File: src/design/ccrp_pkg.sv
// ----------------------------------------------------------------------------
// ccrp_pkg
// Shared types and constants for the CRC-checked record parser.
// ----------------------------------------------------------------------------
package ccrp_pkg;

  localparam logic [5:0]  REC_LEN     = 6'd46;
  localparam logic [5:0]  POS_MAGIC_L = 6'd0;
  localparam logic [5:0]  POS_MAGIC_H = 6'd1;
  localparam logic [5:0]  POS_VERSION = 6'd2;
  localparam logic [5:0]  POS_SEALED  = 6'd3;
  localparam logic [5:0]  POS_CRC_LO  = 6'd4;
  localparam logic [5:0]  POS_CRC_HI  = 6'd7;
  localparam logic [5:0]  POS_ANC_LO  = 6'd8;
  localparam logic [5:0]  POS_ANC_HI  = 6'd37;

  localparam logic [31:0] CRC_POLY    = 32'hEDB8_8320;
  localparam logic [31:0] CRC_PRESET  = 32'hFFFF_FFFF;
  localparam logic [15:0] SOFT_MAGIC  = 16'hF00C;
  localparam logic [7:0]  SOFT_VER_A  = 8'h01;
  localparam logic [7:0]  SOFT_VER_B  = 8'h02;

  localparam logic [3:0]  IDX_MAX     = 4'd14;

  localparam logic        KIND_ANCHOR  = 1'b0;
  localparam logic        KIND_VERDICT = 1'b1;

  localparam logic [1:0]  ST_CRC_OK   = 2'd0;
  localparam logic [1:0]  ST_SOFT     = 2'd1;
  localparam logic [1:0]  ST_REJECT   = 2'd2;
  localparam logic [1:0]  ST_SHORT    = 2'd3;

  typedef struct packed {
    logic               kind;
    logic [3:0]         value_index;
    logic signed [15:0] anchor_value;
    logic [1:0]         status;
    logic [15:0]        magic_word;
    logic [7:0]         version_byte;
    logic [7:0]         sealed_byte;
    logic [31:0]        stored_crc;
    logic [31:0]        computed_crc;
  } res_t;

endpackage

File: src/design/ccrp_crc_byte.sv
// ----------------------------------------------------------------------------
// ccrp_crc_byte
// One byte of reflected CRC-32, unrolled over the eight bit steps.
// ----------------------------------------------------------------------------
module ccrp_crc_byte (
  input  logic [31:0] crc_i,
  input  logic [7:0]  byte_i,
  output logic [31:0] crc_o
);
  import ccrp_pkg::*;

  always_comb begin
    logic [31:0] c;
    c = crc_i ^ {24'd0, byte_i};
    for (int k = 0; k < 8; k++) begin
      c = {1'b0, c[31:1]} ^ (c[0] ? CRC_POLY : 32'd0);
    end
    crc_o = c;
  end

endmodule

File: src/design/ccrp_parser.sv
// ----------------------------------------------------------------------------
// ccrp_parser
// Record state, field capture and result formation for one byte beat.
// ----------------------------------------------------------------------------
module ccrp_parser (
  input  logic            clk,
  input  logic            rst_n,
  input  logic            consume_i,
  input  logic [7:0]      byte_i,
  input  logic            eom_i,
  output logic            produces_o,
  output ccrp_pkg::res_t  res_o
);
  import ccrp_pkg::*;

  logic [5:0]  pos_r, pos_nxt;
  logic [31:0] crc_r, crc_nxt;
  logic [31:0] cap_crc_r, cap_crc_nxt;
  logic [15:0] magic_r, magic_nxt;
  logic [7:0]  version_r, version_nxt;
  logic [7:0]  sealed_r, sealed_nxt;
  logic [7:0]  pend_r, pend_nxt;

  logic [5:0]  upd_pos;
  logic [31:0] upd_crc;
  logic [31:0] upd_cap_crc;
  logic [15:0] upd_magic;
  logic [7:0]  upd_version;
  logic [7:0]  upd_sealed;
  logic [7:0]  upd_pend;

  logic        in_rec;
  logic        crc_zone;
  logic        anc_zone;
  logic        anchor;
  logic [5:0]  anc_off;
  logic [7:0]  crc_feed;
  logic [31:0] crc_step;
  logic [31:0] calc;

  assign in_rec   = pos_r < REC_LEN;
  assign crc_zone = (pos_r >= POS_CRC_LO) && (pos_r <= POS_CRC_HI);
  assign anc_zone = (pos_r >= POS_ANC_LO) && (pos_r <= POS_ANC_HI);
  assign crc_feed = crc_zone ? 8'd0 : byte_i;
  assign anc_off  = pos_r - POS_ANC_LO;

  ccrp_crc_byte u_crc (
    .crc_i  (crc_r),
    .byte_i (crc_feed),
    .crc_o  (crc_step)
  );

  always_comb begin
    upd_pos     = pos_r;
    upd_crc     = crc_r;
    upd_cap_crc = cap_crc_r;
    upd_magic   = magic_r;
    upd_version = version_r;
    upd_sealed  = sealed_r;
    upd_pend    = pend_r;
    anchor      = 1'b0;

    if (in_rec) begin
      upd_crc = crc_step;
      upd_pos = pos_r + 6'd1;
      case (pos_r)
        POS_MAGIC_L: upd_magic[7:0]  = byte_i;
        POS_MAGIC_H: upd_magic[15:8] = byte_i;
        POS_VERSION: upd_version     = byte_i;
        POS_SEALED:  upd_sealed      = byte_i;
        default: begin
          if (crc_zone) begin
            case (pos_r[1:0])
              2'd0:    upd_cap_crc[7:0]   = byte_i;
              2'd1:    upd_cap_crc[15:8]  = byte_i;
              2'd2:    upd_cap_crc[23:16] = byte_i;
              default: upd_cap_crc[31:24] = byte_i;
            endcase
          end else if (anc_zone) begin
            if (!pos_r[0]) begin
              upd_pend = byte_i;
            end else begin
              anchor = 1'b1;
            end
          end
        end
      endcase
    end

    calc = ~upd_crc;

    res_o = '0;
    if (eom_i) begin
      res_o.kind         = KIND_VERDICT;
      res_o.magic_word   = upd_magic;
      res_o.version_byte = upd_version;
      res_o.sealed_byte  = upd_sealed;
      if (upd_pos < REC_LEN) begin
        res_o.status = ST_SHORT;
      end else begin
        res_o.stored_crc   = upd_cap_crc;
        res_o.computed_crc = calc;
        if (calc == upd_cap_crc) begin
          res_o.status = ST_CRC_OK;
        end else if (upd_magic == SOFT_MAGIC &&
                     (upd_version == SOFT_VER_A || upd_version == SOFT_VER_B)) begin
          res_o.status = ST_SOFT;
        end else begin
          res_o.status = ST_REJECT;
        end
      end
    end else if (anchor) begin
      res_o.kind         = KIND_ANCHOR;
      res_o.value_index  = anc_off[4:1];
      res_o.anchor_value = {byte_i, pend_r};
    end
    produces_o = eom_i || anchor;

    // end of message drops back to the start of a fresh record
    if (eom_i) begin
      pos_nxt     = 6'd0;
      crc_nxt     = CRC_PRESET;
      cap_crc_nxt = 32'd0;
      magic_nxt   = 16'd0;
      version_nxt = 8'd0;
      sealed_nxt  = 8'd0;
      pend_nxt    = 8'd0;
    end else begin
      pos_nxt     = upd_pos;
      crc_nxt     = upd_crc;
      cap_crc_nxt = upd_cap_crc;
      magic_nxt   = upd_magic;
      version_nxt = upd_version;
      sealed_nxt  = upd_sealed;
      pend_nxt    = upd_pend;
    end
  end

  always_ff @(posedge clk) begin
    if (!rst_n) begin
      pos_r     <= 6'd0;
      crc_r     <= CRC_PRESET;
      cap_crc_r <= 32'd0;
      magic_r   <= 16'd0;
      version_r <= 8'd0;
      sealed_r  <= 8'd0;
      pend_r    <= 8'd0;
    end else if (consume_i) begin
      pos_r     <= pos_nxt;
      crc_r     <= crc_nxt;
      cap_crc_r <= cap_crc_nxt;
      magic_r   <= magic_nxt;
      version_r <= version_nxt;
      sealed_r  <= sealed_nxt;
      pend_r    <= pend_nxt;
    end
  end

endmodule

File: src/design/crc_checked_record_parser_core.sv
// ----------------------------------------------------------------------------
// crc_checked_record_parser_core
// Byte-wise parser of a 46-byte record with CRC-32 check, anchor values out.
//
//   channel  direction  handshake            payload
//   in_      input      in_valid / in_stall  data_byte, end_of_message
//   out_     output     out_valid/out_stall  kind, index, value, verdict fields
//
// One byte beat per cycle is sustained while results can leave; a beat waits
// in the input register until consumed; its result goes to the output register.
// The byte-wide CRC update and field capture sit between those two registers.
// Reset is synchronous on rst_n and returns the parser to the record start.
// A stalled output holds its beat; input keeps flowing while bytes that make
// no result can pass, and in_stall rises only when a result has nowhere to go.
// ----------------------------------------------------------------------------
module crc_checked_record_parser_core (
  input  logic               clk,
  input  logic               rst_n,
  input  logic               in_valid,
  output logic               in_stall,
  input  logic [7:0]         in_data_byte,
  input  logic               in_end_of_message,
  output logic               out_valid,
  input  logic               out_stall,
  output logic               out_kind,
  output logic [3:0]         out_value_index,
  output logic signed [15:0] out_anchor_value,
  output logic [1:0]         out_status,
  output logic [15:0]        out_magic_word,
  output logic [7:0]         out_version_byte,
  output logic [7:0]         out_sealed_byte,
  output logic [31:0]        out_stored_crc,
  output logic [31:0]        out_computed_crc
);
  import ccrp_pkg::*;

  logic       in_full_r, in_full_nxt;
  logic [7:0] in_byte_r;
  logic       in_eom_r;
  logic       in_accept;
  logic       consume;
  logic       produces;
  logic       out_valid_r, out_valid_nxt;
  res_t       res;
  res_t       out_res_r;

  assign consume   = in_full_r && (!produces || !out_valid_r || !out_stall);
  assign in_stall  = in_full_r && !consume;
  assign in_accept = in_valid && !in_stall;

  always_comb begin
    if (in_accept) begin
      in_full_nxt = 1'b1;
    end else if (consume) begin
      in_full_nxt = 1'b0;
    end else begin
      in_full_nxt = in_full_r;
    end

    if (consume && produces) begin
      out_valid_nxt = 1'b1;
    end else if (!out_stall) begin
      out_valid_nxt = 1'b0;
    end else begin
      out_valid_nxt = out_valid_r;
    end
  end

  ccrp_parser u_parser (
    .clk        (clk),
    .rst_n      (rst_n),
    .consume_i  (consume),
    .byte_i     (in_byte_r),
    .eom_i      (in_eom_r),
    .produces_o (produces),
    .res_o      (res)
  );

  always_ff @(posedge clk) begin
    if (!rst_n) begin
      in_full_r   <= 1'b0;
      out_valid_r <= 1'b0;
    end else begin
      in_full_r   <= in_full_nxt;
      out_valid_r <= out_valid_nxt;
    end
  end

  always_ff @(posedge clk) begin
    if (in_accept) begin
      in_byte_r <= in_data_byte;
      in_eom_r  <= in_end_of_message;
    end
    if (consume && produces) begin
      out_res_r <= res;
    end
  end

  assign out_valid        = out_valid_r;
  assign out_kind         = out_res_r.kind;
  assign out_value_index  = out_res_r.value_index;
  assign out_anchor_value = out_res_r.anchor_value;
  assign out_status       = out_res_r.status;
  assign out_magic_word   = out_res_r.magic_word;
  assign out_version_byte = out_res_r.version_byte;
  assign out_sealed_byte  = out_res_r.sealed_byte;
  assign out_stored_crc   = out_res_r.stored_crc;
  assign out_computed_crc = out_res_r.computed_crc;

  a_anchor_index: assert property (@(posedge clk) disable iff (!rst_n)
    out_valid && out_kind == KIND_ANCHOR |-> out_value_index <= IDX_MAX)
    else $error("anchor index out of range");

  a_short_no_crc: assert property (@(posedge clk) disable iff (!rst_n)
    out_valid && out_kind == KIND_VERDICT && out_status == ST_SHORT
    |-> out_stored_crc == 32'd0 && out_computed_crc == 32'd0)
    else $error("short verdict carries crc fields");

  a_held_beat: assert property (@(posedge clk) disable iff (!rst_n)
    in_full_r && !consume |=> in_full_r && $stable(in_byte_r) && $stable(in_eom_r))
    else $error("pending input beat lost");

  a_result_loaded: assert property (@(posedge clk) disable iff (!rst_n)
    consume && produces |=> out_valid)
    else $error("result not presented");

endmodule
File: config.mk
export PLATFORM = sky130hd
export DESIGN_NAME = crc_checked_record_parser_core
export DESIGN_NICKNAME = d
export VERILOG_FILES = /design/src/design/ccrp_pkg.sv /design/src/design/ccrp_crc_byte.sv /design/src/design/ccrp_parser.sv /design/src/design/crc_checked_record_parser_core.sv
export SDC_FILE = /design/constraint.sdc
export NUM_CORES = 1
export LEC_CHECK = 0
export BUFFER_PORTS_ARGS = -buffer_cell sky130_fd_sc_hd__buf_2
export CELL_PAD_IN_SITES_DETAIL_PLACEMENT = 0
export CELL_PAD_IN_SITES_GLOBAL_PLACEMENT = 1
export CORE_ASPECT_RATIO = 0.5
export CORE_UTILIZATION = 42
export DETAILED_ROUTE_END_ITERATION = 8
export GPL_TIMING_DRIVEN = 1
export PLACE_DENSITY = 0.82
export SLEW_MARGIN = 40
export SYNTH_ARGS = -nofsm -noshare
export SYNTH_HDL_FRONTEND = slang
export SYNTH_SLANG_ARGS = --single-unit
File: constraint.sdc
create_clock -name clk -period 7.2 [get_ports clk]
set_input_delay 1.08 -clock clk [delete_from_list [all_inputs] [get_ports clk]]
set_output_delay 1.08 -clock clk [all_outputs]
set_load 0.02 [all_outputs]
# After elaboration in Yosys (flattened, before gate mapping)
# Cells that the tools add are included.
# Widths: inputs -> output; s select.
[classes] addsub=2 reduce_logical=26 order_cmp=6 muxes=49 n_bitwise=12 n_eq_ne=13
[op_table] cell="$mux 32" n=14
[op_table] cell="$xor 31x32->32" n=8
[op_table] cell="$mux 8" n=19
[op_table] cell="$eq 32x32->1" n=1
[op_table] cell="$mux 16" n=2
[op_table] cell="$not 32->32" n=1
[op_table] cell="$xor 32x8->32" n=1
[op_table] cell="$eq 16x16->1 const B" n=1
[op_table] cell="$eq 6x2->1 const B" n=2
[op_table] cell="$lt 6x6->1 const B" n=2
[op_table] cell="$mux 6" n=2
[op_table] cell="$mux 1" n=9
[op_table] cell="$eq 8x1->1 const B" n=1
[op_table] cell="$eq 8x2->1 const B" n=1
[op_table] cell="$logic_and 1x1->1" n=7
[op_table] cell="$add 6x1->6 const B" n=1
[op_table] cell="$eq 6x1->1 const B" n=1
[op_table] cell="$ge 6x3->1 const B" n=1
[op_table] cell="$ge 6x4->1 const B" n=1
[op_table] cell="$le 6x3->1 const B" n=1
[op_table] cell="$le 6x6->1 const B" n=1
[op_table] cell="$logic_not 6->1" n=1
[op_table] cell="$mux 2" n=3
[op_table] cell="$reduce_and 6->1" n=1
[op_table] cell="other kinds (13)" n=26
[word_totals] output_inout_bits=121 wordCells=128 regBits=240

# Logic depth before layout (Yosys ltp)
# Gate-level depths: netlist (run 1).
[depth] depth_word=25 ltp_mapped=14 ltp_nobuf=12

# Cells and area by module
# Synthesis (run 1) repeated with hierarchy kept, for this count alone.
[unflattened] hier_cells=1183 area_unflattened_um2=12131.6
[modules_own_cells] mod="ccrp_parser" seq_area_each_um2=2202.1 area_each_um2=7380.8 cells_each=973 n_inst=1
[modules_own_cells] mod="crc_checked_record_parser_core" seq_area_each_um2=3883.7 area_each_um2=3938.8 cells_each=139 n_inst=1
[modules_own_cells] mod="ccrp_crc_byte" seq_area_each_um2=0.0 area_each_um2=812.0 cells_each=71 n_inst=1

# Worst setup path before layout (run 1)
# Ideal clock, no wire load.
[synth_path] path_type="flip-flop to flip-flop" start="register u_parser.pos_r[4]" end="register out_res_r (netlist bit out_anchor_value[0]) (enable)" synth_period_minus_slack_ns=7.704 arrival_ns=7.105 slack_ns=-0.504 n_path_buf=3 t_required_ns=6.601 path_stages_with_launch=13 setup_time_ns=0.599 cell_sequence="dfxtp_1 -> buf_2 -> inv_1 -> ha_1 -> nor4b_1 -> a211oi_1 -> nor2_1 -> nor2_1 -> o21ba_2 -> o21ai_1 -> clkbuf_1 -> buf_1 -> nor2_1"
[synth_via] elab_chain_len=12 word_cells_on_any_way=22 classes_between="5 x order compare; 3 x eq/ne; 4 x mux; 10 x reduce/logical"
[synth_rtl] element="start, declared" line_no="ccrp_parser.sv:16" text="logic [5:0] pos_r, pos_nxt;"
[synth_rtl] element="start signal, assigned" line_no="ccrp_parser.sv:149" text="pos_r <= pos_nxt;"
[synth_rtl] element="$ge 6x4->1 / $le 6x6->1 (equally long branches)" line_no="ccrp_parser.sv:43" text="assign anc_zone = (pos_r >= POS_ANC_LO) && (pos_r <= POS_ANC_HI);"
[synth_rtl] element="$logic_and 1x1->1" line_no="ccrp_parser.sv:43"
[synth_rtl] element="$mux 1" line_no="ccrp_parser.sv:79" text="end else if (anc_zone) begin"
[synth_rtl] element="$mux 1" line_no="ccrp_parser.sv:72" text="if (crc_zone) begin"
[synth_rtl] element="$mux 1" line_no="ccrp_parser.sv:66" text="case (pos_r)"
[synth_rtl] element="$mux 1 *" line_no="ccrp_parser.sv:63" text="if (in_rec) begin"
[synth_rtl] element="$logic_or 1x1->1 *" line_no="ccrp_parser.sv:117" text="produces_o = eom_i || anchor;"
[synth_rtl] element="$logic_not 1->1" line_no="crc_checked_record_parser_core.sv:47" text="assign consume = in_full_r && (!produces || !out_valid_r || !out_stall);"
[synth_rtl] element="$logic_or 1x1->1 (2 in series)" line_no="crc_checked_record_parser_core.sv:47"
[synth_rtl] element="$logic_and 1x1->1" line_no="crc_checked_record_parser_core.sv:47"
[synth_rtl] element="$logic_and 1x1->1 *" line_no="crc_checked_record_parser_core.sv:94" text="if (consume && produces) begin"
[synth_rtl] element="end signal, assigned" line_no="crc_checked_record_parser_core.sv:95" text="out_res_r <= res;"
[synth_rtl] element="end, declared" line_no="crc_checked_record_parser_core.sv:45" text="res_t out_res_r;"
# Every way passes the cells marked *; elsewhere a longest branch is shown, timed or not.
# A chain may end at the register's enable or synchronous reset.

# Worst setup path in the final report (run 1)
[layout_path] start="register u_parser.pos_r[0]" end="output port in_stall"
[layout_via] elab_chain_len=13 word_cells_on_any_way=24 classes_between="5 x order compare; 3 x eq/ne; 5 x mux; 11 x reduce/logical"
[layout_rtl] element="$ge 6x4->1 / $le 6x6->1 (equally long branches)" line_no="ccrp_parser.sv:43"
[layout_rtl] element="$logic_and 1x1->1" line_no="ccrp_parser.sv:43"
[layout_rtl] element="$mux 1" line_no="ccrp_parser.sv:79"
[layout_rtl] element="$mux 1" line_no="ccrp_parser.sv:72"
[layout_rtl] element="$mux 1" line_no="ccrp_parser.sv:66"
[layout_rtl] element="$mux 1 *" line_no="ccrp_parser.sv:63"
[layout_rtl] element="$logic_or 1x1->1 *" line_no="ccrp_parser.sv:117"
[layout_rtl] element="$logic_not 1->1 *" line_no="crc_checked_record_parser_core.sv:47"
[layout_rtl] element="$logic_or 1x1->1 * (2 in series)" line_no="crc_checked_record_parser_core.sv:47"
[layout_rtl] element="$logic_and 1x1->1 *" line_no="crc_checked_record_parser_core.sv:47"
[layout_rtl] element="$logic_not 1->1 *" line_no="crc_checked_record_parser_core.sv:48" text="assign in_stall = in_full_r && !consume;"
[layout_rtl] element="$logic_and 1x1->1 *" line_no="crc_checked_record_parser_core.sv:48"
[layout_rtl] element="end, declared" line_no="crc_checked_record_parser_core.sv:20" text="output logic in_stall,"
# Marks and branches as above.

==> run metrics, run 1 <==
Max rail drop VDD=148 uV; Reg-to-Reg Start=u_parser.pos_r[2]$_SDFFE_PN0P_; Synth Flop Type=sky130_fd_sc_hd__edfxtp_1; DIE AREA=29700 um2; clock latency reported for the late side of the worst-skew pair=0.54 ns; vias after detailed routing=9525; most common library cell in the layout ignoring fill and taps=sky130_fd_sc_hd__buf_2; wire per inst=22.3 um; Synth Instances=1196; Highest Clock Rate=230 MHz; Final #Nets=1302; detailed-routing iteration count for the pre-antenna-repair pass=5; actual slew at the worst max-slew pin=0.801 ns; root buffer cell=sky130_fd_sc_hd__clkbuf_16; GP Congestion=0.965; average instance area after synthesis=10.2 um2; final HPWL from detailed placement=between 20000 and 30000 um; number of maximum-capacitance constraint violations=0; area overhead of the layout relative to synthesis=14.3%; portion of total power attributed to sequential cells=between 40% and 50%; core area=about 28000 um2; count of hold buffers inserted by post-cts repair=0; highest-count cells in the layout ignoring fill and taps=133 x sky130_fd_sc_hd__buf_2, 128 x sky130_fd_sc_hd__nand2_1, 128 x sky130_fd_sc_hd__edfxtp_1; Cell variety after synth=67; cell internal power dissipation=2400 uW; number of global-route vias before repair=8975; count of input and output buffers=133; cell area after synthesis=12200 um2; CP cell instances=inv_1, ha_1, nor4_1, a211oi_1, nor2_1, nor2_1, o21ba_2, nand2b_1, nor2_1, buf_2; clk buf depth=3; largest net degree at the start of global routing=113; startpoint of the most critical setup path=u_parser.pos_r[0]$_SDFFE_PN0P_; Crit path largest cell delay=0.58 ns; grt total ovfl=0; final-report setup violation count=0; worst setup slack for register-to-register paths=2.90 ns; ratio of final minimum period to clock period=60.5%; post-cts repair resize count=0; combinational share of power=19.6%; number of synthesized register bits=240; async set or reset register ratio after synthesis=0%; cell depth of the worst hold path=2; initial drt markers=981; Antenna Cells=0; final max-slew violation count=0; final critical path time including I/O delays and setup=4.36 ns; horizontal die dimension=243 um; result of the run=finished, final reports clean; clock-pin transition on the worst setup and hold timing paths=about 0.07 ns; Worst slew margin=45.1%; area fraction of the dominant cell type after synthesis=31.6%; Worst Path Max Fanout=28; worst hold endpoint=u_parser.crc_r[27]$_SDFFE_PN1P_; unrepaired setup endpoints after global routing=false; worst flop-to-flop path endpoint=out_status[0]$_SDFFCE_PN0P_; clock share of power=35.9%; clock tree sinks=between 200 and 250; class of the tightest hold or removal check=flip-flop to flip-flop; Sw Share=29.3%; remaining design rule violation count=0; footprint of the flip-flops and latches=6090 um2; standard-cell row count=43; setup_tns=0 ns; smallest hold slack=0.502 ns; Tot GR Track Use=between 20 and 25%; H-tree depth=1; die span in y=122 um; required time at the worst-slack endpoint=6.12 ns; final worst clock skew=0.0113 ns; number of nets in the synthesized netlist=between 1k and 1.5k; top post-synthesis cells by area=sky130_fd_sc_hd__edfxtp_1 32%, sky130_fd_sc_hd__dfxtp_1 18%, sky130_fd_sc_hd__xnor2_1 4.5%; dominant cell type by count on the critical path=sky130_fd_sc_hd__nor2_1; library cell with the largest summed area after synthesis=sky130_fd_sc_hd__edfxtp_1; Arrival @ worst endpoint=3.28 ns; antenna violations before repair=0; total power per unit cell area=~240 nW/um2; I/O pin total=134; final wirelength=between 30000 and 40000 um; synth warn=0; depth of the most critical reg-to-reg path=11; first-pass GRT wire length=55900 um; leakage power of the design=0.00523 uW; source of the worst hold timing path=u_parser.crc_r[27]$_SDFFE_PN1P_; number of flops mapped to enable cells by yosys=128; type of the setup path with the least slack=flip-flop to output pin; post-CTS setup-driven buffer insertion count=0; Switching Power=996 uW; starting utilization of the core area=43.3%; clock tree from TritonCTS=built; Final Hold Violating Endpoints=0; CP max stage cell=sky130_fd_sc_hd__dfxtp_2; TritonCTS Buffers=24; Critical Path Start Type=flip-flop; number of nets with antenna violations after detailed routing=0; multi-input logic area=5700 um2; register area share after synthesis=50.0%; routed vias/inst=5.67; type of element capturing the critical path=output pin; fraction of layout cells with a size suffix above 1=between 10% and 20%; count of filler cells inserted in the layout=~2.6k
[metal layers]
| layer | part of all wire [%] | routed length [um] | vias up | GRT usage [%] |
|---|---|---|---|---|
| met5 | 0 | 0 | - | 0 |
| met2 | 45 | 16800 | 387 | 39.5 |
| met4 | 2.4 | 903 | 0 | 6.68 |
| met3 | 6.8 | 2540 | 77 | 4.07 |
| met1 | 46 | 17200 | 4672 | 35.3 |
| li1 | - | - | 4389 | - |
[power groups by stage]
stage	Clock, uW	Sequential (uW)	Combinational (uW)
after floorplan	0	1540	457
after global placement	0	1540	655
after detailed placement	0	1540	655
after CTS	1240	1510	657
after global routing	1290	1510	705
final	1220	1510	667
[cell type report]
class	instances	share of cell area, %
inverter	15	0.405
multi-input combinational	846	41.0
clock buffer	32	4.61
sequential	240	43.8
tap	382	3.44
timing repair buffer	154	6.08
clock inverter	12	0.729
[kinds of logic (layout without fill, tap and decap cells)]
| family | Yosys count | in the layout | synth area share (%) |
|---|---|---|---|
| compound gates | 229 | 229 | 13.0 |
| xor+xnor | 125 | 125 | 11.3 |
| fa+ha+maj | 8 | 8 | 0.823 |
| buf+inv | 110 | 213 | 3.50 |
| flops | 240 | 240 | 50.0 |
| mux | 44 | 44 | 3.73 |
| simple gates | 440 | 440 | 17.6 |
[state kept, by name (all words and copies together), names as in the netlist, 16 cells and up]
signal and flops:
u_parser.magic_r 16, u_parser.cap_crc_r 32, out_computed_crc 32, out_magic_word 16, u_parser.crc_r 32, out_anchor_value 16, out_stored_crc 32
[synth_stat cells (22+ instances only)]
cell                       instances
sky130_fd_sc_hd__nor2_1          117
sky130_fd_sc_hd__nor2b_1          83
sky130_fd_sc_hd__mux2i_1          33
sky130_fd_sc_hd__xor2_1           41
sky130_fd_sc_hd__xnor2_1          62
sky130_fd_sc_hd__clkbuf_1         83
sky130_fd_sc_hd__dfxtp_1         112
sky130_fd_sc_hd__a22oi_1          64
sky130_fd_sc_hd__a21oi_1          29
sky130_fd_sc_hd__and3_1           22
sky130_fd_sc_hd__nand2_1         129
sky130_fd_sc_hd__o22ai_1          22
sky130_fd_sc_hd__edfxtp_1        128
sky130_fd_sc_hd__a21boi_0         35
[metrics by stage]
stage               cell area, um2  power, uW  util (%)  setup WS [ns]  std cells
finish                       13900       3400      49.5           2.84       1681
global route                 13900       3510      49.5           2.54       1681
floorplan                    12200       2000         -           1.49       1196
detailed placement           13200       2190      46.8           2.77       1637
global placement             13100       2200      46.7           2.96       1635
CTS                          13900       3410      49.5           2.49       1681
[worst max-delay path by stage]
stage	end	cells past startpoint	slack, ns
after global placement	out_status[0]$_SDFFCE_PN0P_	11	2.96
after floorplan	out_anchor_value[0]$_SDFFCE_PP0P_	12	1.49
after CTS	in_stall	10	2.49
final	in_stall	10	2.84
after global routing	in_stall	10	2.54
after detailed placement	out_status[0]$_SDFFCE_PN0P_	11	2.77
[critical path: cells and delay by family, from the launching register on]
family,cells,cell delay (ns)
simple gates,5,0.97
fa+ha+maj,1,0.31
flops,1,0.58
compound gates,2,0.40
buf+inv,2,0.47
(Power assumes the default switching activity.)
==> run 2: changes to the inputs <==
--- a/config.mk
+++ b/config.mk
@@ -5,11 +5,12 @@
 export SDC_FILE = /design/constraint.sdc
 export NUM_CORES = 1
 export LEC_CHECK = 0
+export ABC_AREA = 1
 export BUFFER_PORTS_ARGS = -buffer_cell sky130_fd_sc_hd__buf_2
 export CELL_PAD_IN_SITES_DETAIL_PLACEMENT = 0
 export CELL_PAD_IN_SITES_GLOBAL_PLACEMENT = 1
 export CORE_ASPECT_RATIO = 0.5
-export CORE_UTILIZATION = 42
+export CORE_UTILIZATION = 40
 export DETAILED_ROUTE_END_ITERATION = 8
 export GPL_TIMING_DRIVEN = 1
 export PLACE_DENSITY = 0.82
==> constraint.sdc (replaced) <==
create_clock -name clk -period 3.7 [get_ports clk]
set_input_delay 0.555 -clock clk [delete_from_list [all_inputs] [get_ports clk]]
set_output_delay 0.555 -clock clk [all_outputs]
set_load 0.02 [all_outputs]
==> run metrics, run 2 <==
source of the worst hold timing path=in_end_of_message; post-CTS setup-driven buffer insertion count=0 (unchanged); core area=30300 um2 (+8.1%); synth warn=0 (unchanged); count of filler cells inserted in the layout=3023 (+16%); synth cell count leaders=471 x sky130_fd_sc_hd__nand2_1, 171 x sky130_fd_sc_hd__nand3_1, 152 x sky130_fd_sc_hd__nor2_1; total power per unit cell area=477 nW/um2 (+95%); leakage power of the design=0.00625 uW (+19%); clk buf depth=3 (unchanged); actual slew at the worst max-slew pin=0.837 ns (+0.0357 ns); area overhead of the layout relative to synthesis=16.4%; final critical path time including I/O delays and setup=3.19 ns; antenna violations before repair=2 (+2); final wirelength=39300 um (+5.0%); post-cts repair resize count=0 (unchanged); die span in y=126 um (+3.2%); final max-slew violation count=0 (unchanged); final-report setup violation count=0 (unchanged); Final #Nets=1730 (+33%); Critical Path Start Type=flip-flop; starting utilization of the core area=40.8% (-2.6 points); vias after detailed routing=11.2k (+18%); number of synthesized register bits=240 (unchanged); final core utilization=47.4% (-2.1 points); most common library cell in the layout ignoring fill and taps=sky130_fd_sc_hd__nand2_1; Synth Flop Type=sky130_fd_sc_hd__edfxtp_1; Worst Path Max Fanout=23 (-18%); number of nets with antenna violations after detailed routing=0 (unchanged); non-filler instance count after layout=2126 (+26%); dominant cell type by count on the critical path=sky130_fd_sc_hd__nand2_1; top-count cell post-synth=sky130_fd_sc_hd__nand2_1; async set or reset register ratio after synthesis=0% (unchanged); standard-cell row count=45 (+4.7%); number of flops mapped to enable cells by yosys=128 (unchanged); required time at the worst-slack endpoint=3.98 ns (-2.14 ns); wire per inst=18.5 um (-17%); Arrival @ worst endpoint=3.47 ns (+0.19 ns); largest net degree at the start of global routing=102 (-9.7%); H-tree depth=1 (unchanged); Antenna Cells=0 (unchanged); root buffer cell=sky130_fd_sc_hd__clkbuf_16; final HPWL from detailed placement=27500 um (+9.3%); count of hold buffers inserted by post-cts repair=0 (unchanged); setup_tns=0 ns (unchanged); Highest Clock Rate=314 MHz; clock tree from TritonCTS=built; Max rail drop VDD=304 uV (+100%); register area share after synthesis=49.2% (-0.80 points); CP cell instances=inv_2, nor2_4, nand2_4, nand2_1, nand2_1, nand2_2, nand2_1, nand2_4, nand2_1, nand2_1, nand2_1, nand3_1, nand2_1, nand2_1, nand2_1, inv_1, nand2_1, nor2_1, nand2_1, nor2_1, nand2_1, nand2_1, a21oi_1; grt total ovfl=0 (unchanged); unrepaired setup endpoints after global routing=false; depth of the most critical reg-to-reg path=23 (+12); Tot GR Track Use=24.8% (-0.088 points); clock tree sinks=240 (unchanged); result of the run=finished, final reports clean; detailed-routing iteration count for the pre-antenna-repair pass=5 (unchanged); DIE AREA=31700 um2 (+6.6%); CP max stage cell=sky130_fd_sc_hd__dfxtp_1; average instance area after synthesis=7.77 um2 (-24%); area fraction of the dominant cell type after synthesis=31.1% (-0.50 points); clock latency reported for the late side of the worst-skew pair=0.56 ns (+0.02 ns); startpoint of the most critical setup path=u_parser.pos_r[2]$_SDFFE_PN0P_; remaining design rule violation count=0 (unchanged); Crit path largest cell delay=0.38 ns (-0.20 ns); worst setup slack after placement=0.531 ns (-2.24 ns); Synth Instances=1591 (+33%); cell depth of the worst hold path=1 (-1); library cell with the largest summed area after synthesis=sky130_fd_sc_hd__edfxtp_1; Reg-to-Reg Start=u_parser.pos_r[2]$_SDFFE_PN0P_; cell area after synthesis=12400 um2 (+1.6%); Cell variety after synth=42 (-37%); ratio of final minimum period to clock period=86.2%; number of maximum-capacitance constraint violations=0 (unchanged); GP Congestion=0.889 (-7.9%); final worst clock skew=0.0168 ns (+0.00549 ns); Final Hold Violating Endpoints=0 (unchanged); class of the tightest hold or removal check=primary input to flip-flop; type of element capturing the critical path=flip-flop; first-pass GRT wire length=60000 um (+7.3%); fraction of layout cells with a size suffix above 1=17.2% (-0.12 points); highest-count cells in the layout ignoring fill and taps=468 x sky130_fd_sc_hd__nand2_1, 170 x sky130_fd_sc_hd__nand3_1, 152 x sky130_fd_sc_hd__nor2_1; TritonCTS Buffers=24 (unchanged); type of the setup path with the least slack=flip-flop to flip-flop; number of global-route vias before repair=10.2k (+14%); overall power after layout=6870 uW (+100%); top post-synthesis cells by area=sky130_fd_sc_hd__edfxtp_1 31%, sky130_fd_sc_hd__dfxtp_1 18%, sky130_fd_sc_hd__nand2_1 14%; Final Worst Setup Slack=0.512 ns (-2.33 ns); I/O pin total=134 (unchanged); count of input and output buffers=133 (unchanged); instance count after placement with tap cells included=2082 (+27%); horizontal die dimension=251 um (+3.3%); Worst slew margin=43.6% (-1.4 points); routed vias/inst=5.27 (-7.0%); number of nets in the synthesized netlist=1612 (+32%); clock-pin transition on the worst setup and hold timing paths=0.07 ns (about the same); initial drt markers=1171 (+19%)
## run 2: changes by cell type in the layout (fill, tap and decap cells not counted), sizes merged, moves of 62 or more
cell / delta
nand3: +169
o21ai: +73
xnor2: -63
inv: +137
nor2b: -83
nand2: +391
a22oi: -62
## run 2: worst paths after layout
path / to / slack [ns]
worst min-delay path: in_eom_r$_DFFE_PP_ / 0.17
worst max-delay path: out_status[1]$_SDFFCE_PN0P_ / 0.51
worst min register to register: u_parser.version_r[6]$_SDFFE_PN0P_ / 0.46
worst max register to register: out_status[1]$_SDFFCE_PN0P_ / 0.51
## run 2: cell families (layout without fill, tap and decap cells)
logic type,Yosys count,after routing,share of synthesized area [%]
AND/OR/NAND/NOR,875,875,30.8
flip-flops,240,240,49.2
AO/OA/AOI/OAI,230,230,10.8
buffers and inverters,228,364,7.69
XOR/XNOR,10,10,0.708
adder cells (fa/ha/maj),8,8,0.809
## run 2: worst max-delay path, delay by kind of cell, from the launching register on
family / cells / cell delay (ns)
and+or+nand+nor: 20 / 2.31
DFF: 1 / 0.38
AOI/OAI and AO/OA: 1 / 0.06
buffers and inverters: 2 / 0.15
## run 2: power breakdown
part / switching, uW / total (uW) / internal, uW
Clock: 1120 / 2660 / 1530
Combinational: 885 / 1240 / 353
Sequential: 74.1 / 2970 / 2900
## run 2: through the flow
stage               hold WS [ns]  cell area, um2
floorplan                  0.430           12400
finish                     0.170           14400
global route               0.160           14400
CTS                        0.158           14400
detailed placement         0.449           13500
global placement           0.446           13500
## run 2: final cells by class
type                            instances  area (um2)  area share, %
Clock buffer                           29         639           4.44
Clock inverter                         15         219           1.52
Inverter                              153         583           4.05
Multi-Input combinational cell       1123        5380           37.4
Sequential cell                       240        6100           42.4
Tap cell                              399         499           3.47
Timing Repair Buffer                  167         978           6.80
## run 2: metal layers
metal,wire [um],track usage [%],vias up
li1,-,-,5481
met2,17300,37.8,373
met4,1120,7.90,0
met3,2610,3.53,61
met1,18200,36.2,5288
met5,0,0,-
